===== config.mk =====
export PLATFORM = sky130hd
export DESIGN_NAME = c2e_cordic_cell
export DESIGN_NICKNAME = d
export VERILOG_FILES = /design/src/rtl/core/c2e_pkg.sv /design/src/rtl/core/c2e_cordic_cell.sv
export SDC_FILE = /design/constraint.sdc
export NUM_CORES = 1
export LEC_CHECK = 0
export ABC_AREA = 1
export ABC_CLOCK_PERIOD_IN_PS = 4300
export BUFFER_PORTS_ARGS = -buffer_cell sky130_fd_sc_hd__buf_2
export CORE_ASPECT_RATIO = 0.7
export CORE_UTILIZATION = 55
export CTS_BUF_LIST = sky130_fd_sc_hd__clkbuf_4
export DETAILED_ROUTE_END_ITERATION = 12
export GPL_TIMING_DRIVEN = 0
export PLACE_DENSITY = 0.87
export SLEW_MARGIN = 20
export SYNTH_ARGS = -nofsm -noshare
export SYNTH_HDL_FRONTEND = slang
export SYNTH_SLANG_ARGS = --single-unit

===== constraint.sdc =====
create_clock -name clk -period 4.3 [get_ports clk]
set_input_delay 0.215 -clock clk [delete_from_list [all_inputs] [get_ports clk]]
set_output_delay 0.215 -clock clk [all_outputs]
set_load 0.03 [all_outputs]

===== src/rtl/core/c2e_pkg.sv =====
package c2e_pkg;

    localparam int ANGLE_BITS    = 16;
    localparam int CORDIC_STAGES = 16;
    localparam int MAX_FACE_SIZE = 4096;

    localparam int STAGE_W     = 5;
    localparam int COMP_W      = 15;
    localparam int PRESCALE_SH = 16;
    localparam int CW          = 34;
    localparam int AW          = ANGLE_BITS + 3;
    localparam int SUM_W       = 28;
    localparam int SQ_STEPS    = 30;
    localparam int RAD_W       = 2 * SQ_STEPS;
    localparam int REM_W       = SQ_STEPS + 4;
    localparam int MAP_LAT     = 4;

    localparam logic [12:0] FIELD13_MAX = 13'd8191;
    localparam logic [25:0] FIELD26_MAX = 26'h3FFFFFF;

    localparam logic signed [AW-1:0] QUARTER_TURN = AW'(1) << (ANGLE_BITS - 2);
    localparam logic signed [AW-1:0] HALF_TURN    = AW'(1) << (ANGLE_BITS - 1);

    typedef enum logic [2:0] {
        FACE_POS_X = 3'd0,
        FACE_NEG_X = 3'd1,
        FACE_POS_Y = 3'd2,
        FACE_NEG_Y = 3'd3,
        FACE_POS_Z = 3'd4,
        FACE_NEG_Z = 3'd5
    } face_e;

    typedef enum logic [1:0] {
        CFG_FACE_SIZE  = 2'd0,
        CFG_ENV_WIDTH  = 2'd1,
        CFG_ENV_HEIGHT = 2'd2
    } cfg_reg_e;

    typedef struct packed {
        logic [2:0]  face;
        logic [11:0] pix_x;
        logic [11:0] pix_y;
    } in_item_t;

    typedef struct packed {
        logic [12:0] texel_col;
        logic [12:0] texel_row;
        logic [25:0] texel_index;
    } out_item_t;

    typedef struct packed {
        logic signed [CW-1:0] x;
        logic signed [CW-1:0] y;
        logic signed [AW-1:0] acc;
        logic                 zero;
    } cordic_t;

    typedef struct packed {
        logic [REM_W-1:0]    rem;
        logic [SQ_STEPS-1:0] res;
        logic [RAD_W-1:0]    rad;
    } sqrt_t;

    typedef struct packed {
        logic                     bad;
        logic signed [COMP_W-1:0] cy;
    } side_t;

    typedef struct packed {
        logic                 bad;
        logic signed [AW-1:0] az;
    } tail_t;

    function automatic logic signed [AW-1:0] stage_angle(input logic [STAGE_W-1:0] i);
        logic [32:0] t;
        logic [32:0] sh;
        case (i)
            5'd0:    t = 33'h020000000;
            5'd1:    t = 33'h012E4051E;
            5'd2:    t = 33'h009FB385B;
            5'd3:    t = 33'h0051111D4;
            5'd4:    t = 33'h0028B0D43;
            5'd5:    t = 33'h00145D7E1;
            5'd6:    t = 33'h000A2F61E;
            5'd7:    t = 33'h000517C55;
            5'd8:    t = 33'h00028BE53;
            5'd9:    t = 33'h000145F2F;
            5'd10:   t = 33'h0000A2F98;
            5'd11:   t = 33'h0000517CC;
            5'd12:   t = 33'h000028BE6;
            5'd13:   t = 33'h0000145F3;
            5'd14:   t = 33'h00000A2F9;
            5'd15:   t = 33'h00000517C;
            5'd16:   t = 33'h0000028BE;
            5'd17:   t = 33'h00000145F;
            5'd18:   t = 33'h000000A2F;
            5'd19:   t = 33'h000000517;
            5'd20:   t = 33'h00000028B;
            5'd21:   t = 33'h000000145;
            5'd22:   t = 33'h0000000A2;
            5'd23:   t = 33'h000000051;
            default: t = 33'h0;
        endcase
        sh = (t + (33'd1 << (31 - ANGLE_BITS))) >> (32 - ANGLE_BITS);
        return $signed({1'b0, sh[AW-2:0]});
    endfunction

    // fold left half-plane vectors by a quarter turn
    function automatic cordic_t pre_rotate(input logic signed [CW-1:0] y,
                                           input logic signed [CW-1:0] x);
        cordic_t v;
        v.zero = (x == '0) && (y == '0);
        v.x    = x;
        v.y    = y;
        v.acc  = '0;
        if (x[CW-1])
        begin
            if (!y[CW-1])
            begin
                v.x   = y;
                v.y   = -x;
                v.acc = QUARTER_TURN;
            end
            else
            begin
                v.x   = -y;
                v.y   = x;
                v.acc = -QUARTER_TURN;
            end
        end
        return v;
    endfunction

endpackage


===== src/rtl/core/c2e_cordic_cell.sv =====
module c2e_cordic_cell (
    input  logic                             clk,
    input  logic [c2e_pkg::STAGE_W-1:0]      stage,
    input  c2e_pkg::cordic_t                 vec_in,
    output c2e_pkg::cordic_t                 vec_out
);

    c2e_pkg::cordic_t                   vec_reg;
    c2e_pkg::cordic_t                   vec_next;
    logic signed [c2e_pkg::CW-1:0]      xs;
    logic signed [c2e_pkg::CW-1:0]      ys;
    logic signed [c2e_pkg::AW-1:0]      ang;

    always_comb
    begin
        xs       = vec_in.x >>> stage;
        ys       = vec_in.y >>> stage;
        ang      = c2e_pkg::stage_angle(stage);
        vec_next = vec_in;
        if (!vec_in.y[c2e_pkg::CW-1])
        begin
            vec_next.x   = vec_in.x + ys;
            vec_next.y   = vec_in.y - xs;
            vec_next.acc = vec_in.acc + ang;
        end
        else
        begin
            vec_next.x   = vec_in.x - ys;
            vec_next.y   = vec_in.y + xs;
            vec_next.acc = vec_in.acc - ang;
        end
    end

    always_ff @(posedge clk)
    begin
        vec_reg <= vec_next;
    end

    assign vec_out = vec_reg;

endmodule


==> results.ini <==
[global_routing]
grt_pass1_wl_um = 89000
grt_pass1_vias = 15409
track_usage_pct = 50.4
grt_max_degree = 16
antenna_found_initial = 2
grt_overflow_total = 0

[timing]
worst_pin_slew_ns = 1.13
hold_viol = 0
worst_slack_ns = -0.0857
hold_slack_ns = 0.0216
setup_viol = 3
min_period_ns = 4.39
slew_headroom_pct = 24.9
rsz0062_at_grt = yes
tns_ns = -0.163
fmax_ghz = 0.228
finalCritPeriodShare_pct = 102
drv_slew = 0

[detailed_routing]
detail-route-antenna-nets = 0
vias = 18052
routed_wl_um = 63700
routed_via_density = 6.33
dr.pass1.iters = 7
first_iter_violations = 3129
drc = 0
wl_per_cell_um = 22.4

[logic_synthesis]
synth-edff-count = 0
async_flop_share_pct = 0
yosysTopAreaCell = nand2_1
syn_nets = 2495
synth.cell_area_mm2 = 0.0129
synthTopCellsByArea = nand2_1, nand3_1, dfxtp_1
yosysWarnings = 0
synth.most_common_cell = nand2_1
yosys_most_used_dff = dfxtp_1
syn_inst = 2305
yosys.cell_types.count = 51
ys_ff_latch = 88
ys_top_cells_by_count = nand2_1, nand3_1, inv_1
avgSynthCellArea_um2 = 5.59
synth_top_area_share_pct = 22.6
yosysSeqAreaShare_pct = 13.7

[setup_path]
worstSetupPathType = in2reg
endpoint_kind = flip-flop
cp_max_fo = 10
startpoint_type = input pin
critPathArrivalTime_ns = 4.84
crit_required_ns = 4.75

[finish]
fin_util_pct = 68.0
fill_cells = 2024
fin_area_mm2 = 0.0155
seqCellArea_mm2 = 0.00176
syn2layout_area_growth_pct = 20.3
layout-drive-gt1-share_pct = 17.9
largest_register_ffs = 88
nNetsFinal = 2721
multi_input_area_mm2 = 0.0108

[floorplanning]
ios = 182
rows = 46
fp.dieW_um = 185
fp.dieH_um = 130
initial_core_util_pct = 56.6
dieArea_mm2 = 0.0241
coreArea_mm2 = 0.0228

[placement]
finalWeightedCongestion = 1.19
post-dp-hpwl_um = 50100
port_buffers = 180
place_ws_ns = -1.87
place_area_mm2 = 0.0142

[min_path]
hold_class = in2reg
hold_path_depth = 3

[clock_network]
cts-buffers-inserted = 9
cts.path.max_buffers = 2
cts_tree = done
htree_num_levels = 3
cts.sinks = 88
cts-root-buf = clkbuf_4
path_clk_slew_ns = 0.21

[run]
maxCapViolations = 0

[outcome]
violations = setup timing
status = complete, but fails checks

[pwr]
p_leak_nw = 8.14
peakVddDrop_mv = 0.423
power.density_mw_per_mm2 = 376

## layout make-up
class / count / area share (%)
Multi-Input combinational cell: 1926 / 69.4
Sequential cell: 88 / 11.4
Timing Repair Buffer: 215 / 7.75
Inverter: 214 / 5.18
Buffer: 77 / 3.03
Tap cell: 312 / 2.52
Clock buffer: 10 / 0.484
Clock inverter: 6 / 0.290
Antenna cell: 2 / 0.0323
## final timing paths
kind	startpoint	to	slack, ns
setup / recovery	stage[2]	vec_out[53]$_DFF_P_	-0.09
hold / removal	vec_in[5]	vec_out[5]$_DFF_P_	0.02
## placed cells by master (no fill, tap or decap), drive strengths merged, types with 3 or more instances in the layout
cell | netlist | routed
nor3 | 12 | 12
nand3b | 4 | 4
nor4 | 8 | 8
nand2 | 780 | 780
a21o | 8 | 8
xnor2 | 31 | 31
o21ai | 90 | 90
a211oi | 3 | 3
inv | 210 | 211
clkbuf | 24 | 44
dfxtp | 88 | 88
o211ai | 7 | 7
nand4 | 20 | 20
xor2 | 92 | 92
a31oi | 26 | 26
buf | 53 | 251
o31ai | 5 | 5
nand3 | 394 | 394
o21bai | 3 | 3
ha | 93 | 93
nor2 | 184 | 184
o21a | 5 | 5
clkinv | 4 | 6
dlygate4sd3 | 0 | 5
a21oi | 141 | 141
a21boi | 5 | 5
fa | 3 | 3
clkinvlp | 0 | 3
## worst max-delay path, stage by stage
cell and delay, ns:
clkbuf_4 0.18, inv_2 0.13, buf_2 0.22, buf_2 0.35, nand2_1 0.17, nand2_1 0.10, nand2_1 0.11, nand3_1 0.20
nand2_1 0.14, inv_1 0.13, nand2_1 0.09, nor2_1 0.16, nand2_1 0.12, nand2_2 0.23, nand3_2 0.19, xor2_1 0.17
inv_1 0.06, ha_1 0.43, nand2_1 0.13, nor2_1 0.17, inv_1 0.13, nor4_4 0.28, buf_4 0.23, o21ai_1 0.11
nand2_2 0.09, a31oi_4 0.08, nand3_2 0.14, nand2_1 0.05
## power breakdown
part           switching, mW  leakage [nW]  internal (mW)  total [mW]
clock network          0.377        0.0590          0.126       0.503
registers             0.0896         0.743           1.17        1.26
logic                   2.87          7.34           1.20        4.07
## metal layers
metal / wire, um / vias up / track usage [%]
li1: - / 8068 / -
met5: 238 / - / 7.80
met4: 2630 / 6 / 18.4
met1: 25500 / 8158 / 67.0
met3: 11700 / 243 / 26.5
met2: 23600 / 1577 / 66.8
## stage by stage
step | instances | power [mW]
2_1_floorplan | 2305 | 3.79
3_3_place_gp | 2797 | 4.78
3_5_place_dp | 2797 | 4.87
4_1_cts | 2822 | 5.41
5_1_grt | 2850 | 6.11
6_report | 2850 | 5.84
## timing repair
action                                  in CTS  in global routing
gates resized for setup                     61                183
endpoints found under the hold margin        6                  0
pin swaps                                    6                 38
gates cloned                                 0                  0
buffers inserted                             3                 27
hold buffers                                 6                  0
endpoints found under the setup margin      50                 42
## cell families after synthesis
family	Yosys count	share of synthesized area (%)
and+or+nand+nor	1407	46.4
AOI/OAI and AO/OA	300	13.0
buffers and inverters	291	9.07
xor gates and xnor gates	123	8.42
adders and majority gates	96	9.49
DFF	88	13.7
No activity file was read; power rests on OpenSTA's default activity.
