==> config.mk <==
export PLATFORM = sky130hd
export DESIGN_NAME = c2e_sqrt_cell
export DESIGN_NICKNAME = d
export VERILOG_FILES = /design/src/rtl/core/c2e_pkg.sv /design/src/rtl/core/c2e_sqrt_cell.sv
export SDC_FILE = /design/constraint.sdc
export NUM_CORES = 1
export LEC_CHECK = 0
export BUFFER_PORTS_ARGS = -buffer_cell sky130_fd_sc_hd__buf_2
export CORE_MARGIN = 2
export CORE_UTILIZATION = 45
export CTS_BUF_LIST = sky130_fd_sc_hd__clkbuf_2
export CTS_CLUSTER_SIZE = 40
export DETAILED_ROUTE_END_ITERATION = 16
export PLACE_DENSITY_LB_ADDON = 0.15
export SLEW_MARGIN = 20
export SYNTH_ARGS = -nofsm -noshare
export SYNTH_HDL_FRONTEND = slang
export SYNTH_SLANG_ARGS = --single-unit
==> constraint.sdc <==
create_clock -name clk -period 6.1 [get_ports clk]
set_input_delay 0.915 -clock clk [delete_from_list [all_inputs] [get_ports clk]]
set_output_delay 0.915 -clock clk [all_outputs]
set_load 0.01 [all_outputs]
==> src/rtl/core/c2e_pkg.sv <==
package c2e_pkg;

    localparam int ANGLE_BITS    = 16;
    localparam int CORDIC_STAGES = 16;
    localparam int MAX_FACE_SIZE = 4096;

    localparam int STAGE_W     = 5;
    localparam int COMP_W      = 15;
    localparam int PRESCALE_SH = 16;
    localparam int CW          = 34;
    localparam int AW          = ANGLE_BITS + 3;
    localparam int SUM_W       = 28;
    localparam int SQ_STEPS    = 30;
    localparam int RAD_W       = 2 * SQ_STEPS;
    localparam int REM_W       = SQ_STEPS + 4;
    localparam int MAP_LAT     = 4;

    localparam logic [12:0] FIELD13_MAX = 13'd8191;
    localparam logic [25:0] FIELD26_MAX = 26'h3FFFFFF;

    localparam logic signed [AW-1:0] QUARTER_TURN = AW'(1) << (ANGLE_BITS - 2);
    localparam logic signed [AW-1:0] HALF_TURN    = AW'(1) << (ANGLE_BITS - 1);

    typedef enum logic [2:0] {
        FACE_POS_X = 3'd0,
        FACE_NEG_X = 3'd1,
        FACE_POS_Y = 3'd2,
        FACE_NEG_Y = 3'd3,
        FACE_POS_Z = 3'd4,
        FACE_NEG_Z = 3'd5
    } face_e;

    typedef enum logic [1:0] {
        CFG_FACE_SIZE  = 2'd0,
        CFG_ENV_WIDTH  = 2'd1,
        CFG_ENV_HEIGHT = 2'd2
    } cfg_reg_e;

    typedef struct packed {
        logic [2:0]  face;
        logic [11:0] pix_x;
        logic [11:0] pix_y;
    } in_item_t;

    typedef struct packed {
        logic [12:0] texel_col;
        logic [12:0] texel_row;
        logic [25:0] texel_index;
    } out_item_t;

    typedef struct packed {
        logic signed [CW-1:0] x;
        logic signed [CW-1:0] y;
        logic signed [AW-1:0] acc;
        logic                 zero;
    } cordic_t;

    typedef struct packed {
        logic [REM_W-1:0]    rem;
        logic [SQ_STEPS-1:0] res;
        logic [RAD_W-1:0]    rad;
    } sqrt_t;

    typedef struct packed {
        logic                     bad;
        logic signed [COMP_W-1:0] cy;
    } side_t;

    typedef struct packed {
        logic                 bad;
        logic signed [AW-1:0] az;
    } tail_t;

    function automatic logic signed [AW-1:0] stage_angle(input logic [STAGE_W-1:0] i);
        logic [32:0] t;
        logic [32:0] sh;
        case (i)
            5'd0:    t = 33'h020000000;
            5'd1:    t = 33'h012E4051E;
            5'd2:    t = 33'h009FB385B;
            5'd3:    t = 33'h0051111D4;
            5'd4:    t = 33'h0028B0D43;
            5'd5:    t = 33'h00145D7E1;
            5'd6:    t = 33'h000A2F61E;
            5'd7:    t = 33'h000517C55;
            5'd8:    t = 33'h00028BE53;
            5'd9:    t = 33'h000145F2F;
            5'd10:   t = 33'h0000A2F98;
            5'd11:   t = 33'h0000517CC;
            5'd12:   t = 33'h000028BE6;
            5'd13:   t = 33'h0000145F3;
            5'd14:   t = 33'h00000A2F9;
            5'd15:   t = 33'h00000517C;
            5'd16:   t = 33'h0000028BE;
            5'd17:   t = 33'h00000145F;
            5'd18:   t = 33'h000000A2F;
            5'd19:   t = 33'h000000517;
            5'd20:   t = 33'h00000028B;
            5'd21:   t = 33'h000000145;
            5'd22:   t = 33'h0000000A2;
            5'd23:   t = 33'h000000051;
            default: t = 33'h0;
        endcase
        sh = (t + (33'd1 << (31 - ANGLE_BITS))) >> (32 - ANGLE_BITS);
        return $signed({1'b0, sh[AW-2:0]});
    endfunction

    // fold left half-plane vectors by a quarter turn
    function automatic cordic_t pre_rotate(input logic signed [CW-1:0] y,
                                           input logic signed [CW-1:0] x);
        cordic_t v;
        v.zero = (x == '0) && (y == '0);
        v.x    = x;
        v.y    = y;
        v.acc  = '0;
        if (x[CW-1])
        begin
            if (!y[CW-1])
            begin
                v.x   = y;
                v.y   = -x;
                v.acc = QUARTER_TURN;
            end
            else
            begin
                v.x   = -y;
                v.y   = x;
                v.acc = -QUARTER_TURN;
            end
        end
        return v;
    endfunction

endpackage

==> src/rtl/core/c2e_sqrt_cell.sv <==
module c2e_sqrt_cell (
    input  logic            clk,
    input  c2e_pkg::sqrt_t  sq_in,
    output c2e_pkg::sqrt_t  sq_out
);

    c2e_pkg::sqrt_t                 sq_reg;
    c2e_pkg::sqrt_t                 sq_next;
    logic [c2e_pkg::REM_W-1:0]      rem2;
    logic [c2e_pkg::REM_W-1:0]      trial;

    always_comb
    begin
        rem2  = {sq_in.rem[c2e_pkg::REM_W-3:0],
                 sq_in.rad[c2e_pkg::RAD_W-1:c2e_pkg::RAD_W-2]};
        trial = c2e_pkg::REM_W'({sq_in.res, 2'b01});
        sq_next.rad = sq_in.rad << 2;
        if (rem2 >= trial)
        begin
            sq_next.rem = rem2 - trial;
            sq_next.res = {sq_in.res[c2e_pkg::SQ_STEPS-2:0], 1'b1};
        end
        else
        begin
            sq_next.rem = rem2;
            sq_next.res = {sq_in.res[c2e_pkg::SQ_STEPS-2:0], 1'b0};
        end
    end

    always_ff @(posedge clk)
    begin
        sq_reg <= sq_next;
    end

    assign sq_out = sq_reg;

endmodule

==> impl_metrics.yaml <==
drt:
  wirelength_met1_mm: 5.37
  drc: 0
  dr.pass1.iters: 4
  wl_per_cell_um: 15.0
  routed_wl_mm: 13.6
  route.met3.wl_mm: 1.19
  via_per_inst: 4.93
  highest_layer: "met5"
  drt_iter0_drc: 211
  postRouteAntennaNets: 0
  wl_met2_mm: 6.73
  vias: 4454
synthesis:
  synth_area_um2: 4880
  ys_seq_area_share_pct: 50.1
  synth_seq_cells: 122
  synth.top_cell.area_share_pct: 50.1
  synth_async_sr_flop_share_pct: 0
  synth_cells: 506
  synth_edf_count: 0
  synth_area_leaders: "dfxtp_1, ha_1, nand2_1"
  synthFlopType: "dfxtp_1"
  yosys.area.top_type: "dfxtp_1"
  synth_cell_types: 57
  yosys_warnings: 0
  syn_avg_cell_area_um2: 9.64
timing:
  period_needed_ns: 3.38
  fin_hold_ws_ns: 0.343
  slew-limit-headroom_pct: 58.7
  finalHoldViolations: 0
  fmax_mhz: 296
  tns_ns: 0
  drv_slew: 0
  tightest_slew_ns: 0.615
  grt_setup_unrepaired: "false"
  setup_viol: 0
  period_share_pct: 55.3
pwr:
  pwr-share-seq_pct: 49.5
  p_clk_share_pct: 27.0
  powerDensity_nw_per_um2: 283
  p_leak_nw: 3.24
  irDropWorstVdd_v: 0.000168
  comb_power_share_pct: 23.4
  power.total_w: 0.00181
  p_int_w: 0.00122
  power_switching_w: 0.000592
  switching_share_pct: 32.7
global_routing:
  antenna_found_initial: 1
  grt_pass1_vias: 4121
  grt_pass1_wl_mm: 20.1
  grt_max_degree: 61
  grt-ovfl-total: 0
  grt_use_total_pct: 22.2
setup_path:
  cp_slowest_cell: "o21a_4"
  path_cells: "buf_2 -> inv_1 -> ha_1 -> a21oi_1 -> o211ai_1 -> a221o_1 -> a211oi_4 -> o211a_4 -> o21a_4 -> inv_2 -> mux2_4"
  path_max_fanout: 60
  path_buf_inv: 3
  critPathTopFamily: "compound AO/OA/AOI/OAI gates"
  max_stage_delay_ns: 0.53
  critPathCaptureType: "flip-flop"
  required_ns: 6.63
  endpoint: "sq_out[106]$_DFF_P_"
  crit_type: "in -> reg"
  cp-start-kind: "input port"
  crit_cells: 11
  worst_ep_arrival_time_ns: 3.90
  worstSetupStartpoint: "sq_in[69]"
placement:
  dp_hpwl_mm: 10.8
  routabilityCongestion: 0.879
  port_buffers: 244
  placed_cells: 872
floorplanning:
  core_um2: 10700
  initial_core_util_pct: 45.6
  dieArea_um2: 11700
  io_pins: 249
  num_rows: 38
  die_h_um: 108
  die_w_um: 108
cells_and_area:
  ff_latch_area_um2: 2440
  fin_nets: 908
  num_antenna_cells: 0
  multi_input_area_um2: 2150
  fill_cells: 997
  final_cells: 904
  synthToLayoutAreaGrowth_pct: 30.9
  largest_register_ffs: 122
  drive_gt1_share_pct: 37.6
clock_tree:
  cts_made_buffers: 17
  root_buffer: "clkbuf_2"
  cts_resized: 0
  cts_max_level: 4
  clockBufferDepth: 2
  cts_hold_buffers: 0
  cts_tree: "done"
  clk_pin_slew_ns: 0.22
  post_cts_buffers: 0
  cts.sinks: 122
flow_run:
  max-cap-violations: 0
hold_path:
  hp-class: "in -> reg"
run_status:
  outcome: "complete, no violations"
[per-stage QoR]
| stage | setup slack [ns] | util (%) | area [µm²] |
|---|---|---|---|
| floorplan | 2.98 | - | 4880 |
| global placement | 2.15 | 57.6 | 6160 |
| detailed placement | 2.11 | 57.6 | 6160 |
| CTS | 2.82 | 59.7 | 6390 |
| global route | 2.61 | 59.7 | 6390 |
| finish | 2.72 | 59.7 | 6390 |
[synthesized netlist by cell type, drive strengths merged (2+ instances only)]
master,n
o31ai,4
a211oi,2
clkbuf,11
dfxtp,122
and2,7
o21bai,6
a41oi,2
or2,2
nor4,3
xnor2,18
nor3,8
a21oi,39
nor2,20
o21a,5
o211ai,7
nand2,52
a21o,10
nand3,5
nor2b,3
mux2i,2
xor2,11
o21ai,40
and3,6
inv,45
or3,2
a2111oi,3
a31oi,3
o211a,3
ha,32
o31a,2
nand2b,4
nand4,7
buf,8
[logic make-up after synthesis]
group | Yosys count | synth area share, %
DFF | 122 | 50.1
xor gates and xnor gates | 29 | 5.21
AOI/OAI and AO/OA | 134 | 18.3
muxes | 3 | 0.718
buffers and inverters | 64 | 5.90
other | 1 | 0.0768
adders and majority gates | 32 | 8.21
and+or+nand+nor | 121 | 11.6
[power groups by stage]
stage / Clock [W] / Sequential [W] / Combinational (W)
floorplan: 0 / 0.000959 / 0.000210
global placement: 0 / 0.000912 / 0.000421
detailed placement: 0 / 0.000914 / 0.000424
CTS: 0.000508 / 0.000897 / 0.000426
global route: 0.000543 / 0.000904 / 0.000466
finish: 0.000489 / 0.000896 / 0.000424
[routing by layer]
layer,up-vias,GRT usage [%]
met4,2,8.33
li1,2233,-
met2,178,39.8
met3,23,7.90
met1,2018,24.1
met5,-,0
[how the worst min path moves through the flow]
stage,start,endpoint,slack [ns],depth (start not counted)
after global placement,sq_in[57],sq_out[59]$_DFF_P_,1.02,1
after CTS,sq_in[80],sq_out[81]$_DFF_P_,0.27,1
after global routing,sq_in[26],sq_out[28]$_DFF_P_,0.24,1
after floorplan,sq_in[8],sq_out[10]$_DFF_P_,0.94,0
after detailed placement,sq_in[32],sq_out[34]$_DFF_P_,1.02,1
final,sq_in[83],sq_out[84]$_DFF_P_,0.34,1
[area by class of cell]
type                       instances  area share (%)
inverter                          45            2.64
tap                              140            2.74
clock buffer                      17            1.33
timing repair buffer             244            19.1
multi-input combinational        321            33.7
clock inverter                    15            2.19
sequential                       122            38.2
[cells in the final DEF (no fill, tap or decap), types with 2 or more instances in the layout]
master | Yosys | final
clkinv_4 | 0 | 2
conb_1 | 1 | 2
clkbuf_2 | 3 | 17
o211ai_1 | 7 | 7
xor2_1 | 11 | 11
ha_1 | 32 | 32
buf_2 | 2 | 244
nand2b_1 | 4 | 4
o211a_1 | 2 | 2
a41oi_1 | 2 | 2
o21ai_1 | 4 | 4
nor3_1 | 8 | 8
clkinvlp_4 | 0 | 3
inv_6 | 0 | 5
nor4_1 | 3 | 3
nand2_1 | 52 | 52
or3_1 | 2 | 2
o31a_1 | 2 | 2
o31ai_1 | 4 | 4
a21o_1 | 10 | 10
nor2b_1 | 3 | 3
or2_2 | 2 | 2
and2_1 | 7 | 7
o21bai_1 | 6 | 6
nand3_1 | 5 | 5
xnor2_1 | 18 | 18
mux2i_1 | 2 | 2
inv_1 | 44 | 44
o21ai_0 | 36 | 36
dfxtp_1 | 122 | 122
nor2_1 | 20 | 20
and3_1 | 6 | 6
clkinv_2 | 0 | 3
a31oi_1 | 3 | 3
o21a_1 | 4 | 4
nand4_1 | 7 | 7
a21oi_1 | 38 | 38
(Power assumes the default switching activity.)
