[config.mk]
export PLATFORM = sky130hd
export DESIGN_NAME = c2e_texel_map
export DESIGN_NICKNAME = d
export VERILOG_FILES = /design/src/rtl/core/c2e_pkg.sv /design/src/rtl/core/c2e_texel_map.sv
export SDC_FILE = /design/constraint.sdc
export NUM_CORES = 2
export LEC_CHECK = 0
export ABC_AREA = 1
export ABC_CLOCK_PERIOD_IN_PS = 10110
export BUFFER_PORTS_ARGS = -buffer_cell sky130_fd_sc_hd__buf_2
export CAP_MARGIN = 20
export CELL_PAD_IN_SITES_DETAIL_PLACEMENT = 1
export CELL_PAD_IN_SITES_GLOBAL_PLACEMENT = 2
export CORE_AREA = 2 2 280 255
export DETAILED_ROUTE_END_ITERATION = 8
export DIE_AREA = 0 0 282 257
export PLACE_DENSITY = 0.95
export RECOVER_POWER = 50
export SLEW_MARGIN = 5
export SYNTH_ARGS = -nofsm -noshare
export SYNTH_HDL_FRONTEND = slang
export SYNTH_SLANG_ARGS = --single-unit
export TNS_END_PERCENT = 100
[constraint.sdc]
create_clock -name clk -period 10.11 [get_ports clk]
set_clock_uncertainty 0.15 [all_clocks]
set_input_delay 0.5055 -clock clk [delete_from_list [all_inputs] [get_ports clk]]
set_output_delay 0.5055 -clock clk [all_outputs]
set_load 0.02 [all_outputs]
[src/rtl/core/c2e_pkg.sv]
package c2e_pkg;

    localparam int ANGLE_BITS    = 16;
    localparam int CORDIC_STAGES = 16;
    localparam int MAX_FACE_SIZE = 4096;

    localparam int STAGE_W     = 5;
    localparam int COMP_W      = 15;
    localparam int PRESCALE_SH = 16;
    localparam int CW          = 34;
    localparam int AW          = ANGLE_BITS + 3;
    localparam int SUM_W       = 28;
    localparam int SQ_STEPS    = 30;
    localparam int RAD_W       = 2 * SQ_STEPS;
    localparam int REM_W       = SQ_STEPS + 4;
    localparam int MAP_LAT     = 4;

    localparam logic [12:0] FIELD13_MAX = 13'd8191;
    localparam logic [25:0] FIELD26_MAX = 26'h3FFFFFF;

    localparam logic signed [AW-1:0] QUARTER_TURN = AW'(1) << (ANGLE_BITS - 2);
    localparam logic signed [AW-1:0] HALF_TURN    = AW'(1) << (ANGLE_BITS - 1);

    typedef enum logic [2:0] {
        FACE_POS_X = 3'd0,
        FACE_NEG_X = 3'd1,
        FACE_POS_Y = 3'd2,
        FACE_NEG_Y = 3'd3,
        FACE_POS_Z = 3'd4,
        FACE_NEG_Z = 3'd5
    } face_e;

    typedef enum logic [1:0] {
        CFG_FACE_SIZE  = 2'd0,
        CFG_ENV_WIDTH  = 2'd1,
        CFG_ENV_HEIGHT = 2'd2
    } cfg_reg_e;

    typedef struct packed {
        logic [2:0]  face;
        logic [11:0] pix_x;
        logic [11:0] pix_y;
    } in_item_t;

    typedef struct packed {
        logic [12:0] texel_col;
        logic [12:0] texel_row;
        logic [25:0] texel_index;
    } out_item_t;

    typedef struct packed {
        logic signed [CW-1:0] x;
        logic signed [CW-1:0] y;
        logic signed [AW-1:0] acc;
        logic                 zero;
    } cordic_t;

    typedef struct packed {
        logic [REM_W-1:0]    rem;
        logic [SQ_STEPS-1:0] res;
        logic [RAD_W-1:0]    rad;
    } sqrt_t;

    typedef struct packed {
        logic                     bad;
        logic signed [COMP_W-1:0] cy;
    } side_t;

    typedef struct packed {
        logic                 bad;
        logic signed [AW-1:0] az;
    } tail_t;

    function automatic logic signed [AW-1:0] stage_angle(input logic [STAGE_W-1:0] i);
        logic [32:0] t;
        logic [32:0] sh;
        case (i)
            5'd0:    t = 33'h020000000;
            5'd1:    t = 33'h012E4051E;
            5'd2:    t = 33'h009FB385B;
            5'd3:    t = 33'h0051111D4;
            5'd4:    t = 33'h0028B0D43;
            5'd5:    t = 33'h00145D7E1;
            5'd6:    t = 33'h000A2F61E;
            5'd7:    t = 33'h000517C55;
            5'd8:    t = 33'h00028BE53;
            5'd9:    t = 33'h000145F2F;
            5'd10:   t = 33'h0000A2F98;
            5'd11:   t = 33'h0000517CC;
            5'd12:   t = 33'h000028BE6;
            5'd13:   t = 33'h0000145F3;
            5'd14:   t = 33'h00000A2F9;
            5'd15:   t = 33'h00000517C;
            5'd16:   t = 33'h0000028BE;
            5'd17:   t = 33'h00000145F;
            5'd18:   t = 33'h000000A2F;
            5'd19:   t = 33'h000000517;
            5'd20:   t = 33'h00000028B;
            5'd21:   t = 33'h000000145;
            5'd22:   t = 33'h0000000A2;
            5'd23:   t = 33'h000000051;
            default: t = 33'h0;
        endcase
        sh = (t + (33'd1 << (31 - ANGLE_BITS))) >> (32 - ANGLE_BITS);
        return $signed({1'b0, sh[AW-2:0]});
    endfunction

    // fold left half-plane vectors by a quarter turn
    function automatic cordic_t pre_rotate(input logic signed [CW-1:0] y,
                                           input logic signed [CW-1:0] x);
        cordic_t v;
        v.zero = (x == '0) && (y == '0);
        v.x    = x;
        v.y    = y;
        v.acc  = '0;
        if (x[CW-1])
        begin
            if (!y[CW-1])
            begin
                v.x   = y;
                v.y   = -x;
                v.acc = QUARTER_TURN;
            end
            else
            begin
                v.x   = -y;
                v.y   = x;
                v.acc = -QUARTER_TURN;
            end
        end
        return v;
    endfunction

endpackage

[src/rtl/core/c2e_texel_map.sv]
module c2e_texel_map (
    input  logic                            clk,
    input  logic                            rst_n,
    input  logic                            in_valid,
    input  logic                            bad,
    input  logic signed [c2e_pkg::AW-1:0]   az,
    input  logic signed [c2e_pkg::AW-1:0]   pol,
    input  logic [13:0]                     env_width,
    input  logic [13:0]                     env_height,
    output logic                            done,
    output c2e_pkg::out_item_t              result
);

    localparam int UW   = c2e_pkg::AW - 1;
    localparam int PW   = UW + 14;

    logic signed [c2e_pkg::AW-1:0] u;
    logic [UW-1:0]                 uc;
    logic [UW-1:0]                 pc;

    logic          v1_reg, v2_reg, v3_reg, out_valid_reg;
    logic          bad1_reg;
    logic [PW-1:0] prod_c_reg, prod_r_reg;
    logic [PW-1:0] colw, roww;
    logic [12:0]   col_next, row_next;
    logic [12:0]   col2_reg, row2_reg, col3_reg;
    logic [12:0]   row2_reg_d;
    logic [26:0]   idx_prod_reg;
    logic [27:0]   idx_sum;
    logic [25:0]   idx_next;
    c2e_pkg::out_item_t result_reg;

    always_comb
    begin
        u  = az + c2e_pkg::HALF_TURN;
        uc = u[c2e_pkg::AW-1] ? '0 : u[UW-1:0];
        pc = pol[c2e_pkg::AW-1] ? '0 : pol[UW-1:0];
    end

    always_comb
    begin
        colw = prod_c_reg >> c2e_pkg::ANGLE_BITS;
        roww = prod_r_reg >> (c2e_pkg::ANGLE_BITS - 1);
        if (env_width == '0)
            colw = '0;
        else if (colw > PW'(env_width) - PW'(1))
            colw = PW'(env_width) - PW'(1);
        if (env_height == '0)
            roww = '0;
        else if (roww > PW'(env_height) - PW'(1))
            roww = PW'(env_height) - PW'(1);
        col_next = (colw > PW'(c2e_pkg::FIELD13_MAX)) ? c2e_pkg::FIELD13_MAX : colw[12:0];
        row_next = (roww > PW'(c2e_pkg::FIELD13_MAX)) ? c2e_pkg::FIELD13_MAX : roww[12:0];
        if (bad1_reg)
        begin
            col_next = '0;
            row_next = '0;
        end
    end

    always_comb
    begin
        idx_sum  = 28'(idx_prod_reg) + 28'(col3_reg);
        idx_next = (idx_sum > 28'(c2e_pkg::FIELD26_MAX)) ? c2e_pkg::FIELD26_MAX
                                                         : idx_sum[25:0];
    end

    always_ff @(posedge clk or negedge rst_n)
    begin
        if (!rst_n)
        begin
            v1_reg        <= 1'b0;
            v2_reg        <= 1'b0;
            v3_reg        <= 1'b0;
            out_valid_reg <= 1'b0;
        end
        else
        begin
            v1_reg        <= in_valid;
            v2_reg        <= v1_reg;
            v3_reg        <= v2_reg;
            out_valid_reg <= v3_reg;
        end
    end

    always_ff @(posedge clk)
    begin
        bad1_reg     <= bad;
        prod_c_reg   <= PW'(uc) * PW'(env_width);
        prod_r_reg   <= PW'(pc) * PW'(env_height);
        col2_reg     <= col_next;
        row2_reg     <= row_next;
        idx_prod_reg <= 27'(row2_reg) * 27'(env_width);
        col3_reg     <= col2_reg;
        result_reg.texel_col   <= col3_reg;
        result_reg.texel_row   <= row2_reg_d;
        result_reg.texel_index <= idx_next;
    end

    always_ff @(posedge clk)
    begin
        row2_reg_d <= row2_reg;
    end

    assign done   = out_valid_reg;
    assign result = result_reg;

endmodule

==> summary.txt <==
Clock tree
  – CTS buffer count: 17
  – H-tree Lvls: 4
  – Clock latency on the worst-skew pair: 460 ps
  – Clk buf depth: 2
  – CTS root buffer: clkbuf_16
  – CTS tree: built
  – Clk slew on worst S/H paths: 80 ps
  – Post-CTS setup buffer count: 0
  – CTS sink count: between 150 and 200

Yosys
  – Synth area leaders: fa_1 (35%), ha_1 (13%), dfxtp_1 (11%)
  – Largest area contributor in the netlist: fa_1
  – Post-synth EDFFs: 0
  – Syn_area_per_cell: 8.008 µm²
  – Top-area cell type share of the netlist area: 35.20%
  – Cells after synthesis: 3615
  – Syn_nets: 4502
  – Mapped Area: 28950 µm²
  – YS warnings: 0
  – #FFs+latches synth: around 170
  – FFs w/ async S/R, synth: 2.367%
  – Most common library cells after synthesis: nand2_1 (859), inv_1 (773), fa_1 (509), ha_1 (308), nor2_1 (305)
  – Unique masters post-synth: 53
  – Register area share after synthesis: 11.76%
  – Main synth FF type: dfxtp_1
  – Most common cell in the synthesized netlist: nand2_1

Worst setup path
  – Worst reg2reg startpoint: row2_reg[2]$_SDFF_PP0_
  – CP peak stage delay: 560 ps
  – Top cell by count, worst path: nand2_1
  – CP Max Fanout: 17
  – Worst path required time: 10370 ps
  – Setup crit start: pol[18]
  – FF-to-FF setup slack: 4250 ps
  – Critical path arrival: 7170 ps
  – Critical Setup Path Class: in -> reg
  – CP Launch Type: input port
  – Endpoint type of the worst setup path: flip-flop
  – Slowest CP cell: nand2_1

Placement
  – Detailed-placement wirelength estimate: 72840 µm
  – GPL Wtd Cong: about 0.92
  – Setup WS pre-CTS: 2721 ps
  – PortBufs: 122

GRT
  – Initial antenna violation count: 4
  – Total GRT Usage: 25.57%
  – Largest net degree at the start of global routing: 32
  – Vias in the first global route: 26166
  – Global-route wire length before repair: 143200 µm
  – Grt total ovfl: 0

STA
  – Setup TNS: 0 ps
  – Worst slew pin tran: 1029 ps
  – Final WS setup: 3205 ps
  – Part of the cycle the worst path needs: 68.30%
  – Fmax: about 140 MHz
  – Max-slew violation count: 0
  – RSZ-0062 raised after global routing: no
  – Minimum clock period: 6905 ps
  – Final setup viols: 0
  – Worst slew margin: 31.33%
  – Final hold viol count: 0

Layout
  – Layout cells sized above 1: 4.977%
  – Register area: 3403 µm²
  – Diodes inserted: 0
  – Fillers: 8539
  – Area of the multi-input gates: 22110 µm²
  – Post-layout nets: 4551
  – Area delta synth->final: 6.759%
  – Max FFs per register: 52
  – Fin util: 44.53%

Flow run
  – Max-cap violations: 0

Detailed routing
  – Drt wl/cell: 19.26 µm
  – Via count: 23627
  – DRC: 0
  – Iteration-0 DRC count of the detailed router: 1259
  – Vias per cell: 5.117
  – Antenna Nets Post-Route: 0
  – First-pass DRT Iterations: 6
  – Routed WL: slightly below 90000 µm

Die
  – DIE AREA: 72470 µm²
  – Core box area: approximately 69000 µm²
  – Chip Height: approximately 260 µm
  – Io pins: roughly 120
  – Row Count: 92
  – Initial Util: 41.71%
  – Width of the die: between 200 and 300 µm

Run status
  – Status: completed

Hold path
  – Worst Hold Class: in -> reg
  – Worst hold start: bad
[routing by layer]
metal  share of wire [%]  vias to the layer above  GRT usage [%]
li1                    -                    10937              -
met1                  44                    11938          33.81
met2                  48                      586          43.29
met3                 4.7                      164          3.042
met4                 3.3                        2          8.585
met5               0.016                        -              0
[worst paths after layout]
| kind | depth (start not counted) | end |
|---|---|---|
| hold reg to reg | 0 | col3_reg[4]$_DFF_P_ |
| hold / removal | 1 | bad1_reg$_DFF_P_ |
| setup reg to reg | 17 | idx_prod_reg[15]$_DFF_P_ |
| max in group asynchronous | 2 | done$_DFF_PN0_ |
| setup / recovery | 25 | prod_r_reg[30]$_DFF_P_ |
| min in group asynchronous | 2 | v1_reg$_DFF_PN0_ |
[layout make-up]
cell class / instances / area share [%]
clock buffers: 18 / 1.421
clock inverters: 14 / 0.4979
inverters: 798 / 9.696
multi-input cells: 2545 / 71.52
flip-flops and latches: 169 / 11.01
well taps: 940 / 3.805
repair buffers: 133 / 2.048
[logic make-up after synthesis]
family	count (synthesis)	synth area share (%)
AOI/OAI and AO/OA	278	5.485
xor gates and xnor gates	92	2.848
adders and majority gates	817	48.51
buffers and inverters	901	11.89
DFF	169	11.76
and+or+nand+nor	1358	19.51
[through the flow]
stage / instance area [µm²] / std cells / hold WS (ps)
global route: 30910 / 4617 / 124.6
global placement: 30360 / 4583 / 159.7
CTS: 30970 / 4617 / 68.06
detailed placement: 30360 / 4583 / 163.5
floorplan: 28950 / 3615 / 59.91
finish: 30910 / 4617 / 164.1
[what timing repair did]
| item | CTS | global route |
|---|---|---|
| hold buffers | 2 | 0 |
| resized for setup | 0 | 0 |
| hold endpoints to repair | 5 | 0 |
[critical path, delay by kind of cell]
kind | cells | cell delay [ps]
fa+ha+maj | 7 | 3370
simple gates | 9 | 1520
buf+inv | 7 | 1290
compound gates | 2 | 440
[cell usage in the layout (no fill, tap or decap), types with 17 or more instances in the layout]
cell type	instances
nand3_1	78
nand4_1	19
xnor2_1	31
inv_1	773
xor2_1	60
fa_1	509
nand2_1	859
buf_2	70
clkinv_1	21
o21ai_0	70
nor2_1	305
nand3_2	27
dfxtp_1	165
a21oi_1	134
ha_1	308
clkbuf_16	17
clkbuf_1	52
nor3_1	32
Power is left out: the tool's default activity adds up to more than one toggle a clock period on the data nets, which glitch-free logic cannot reach.
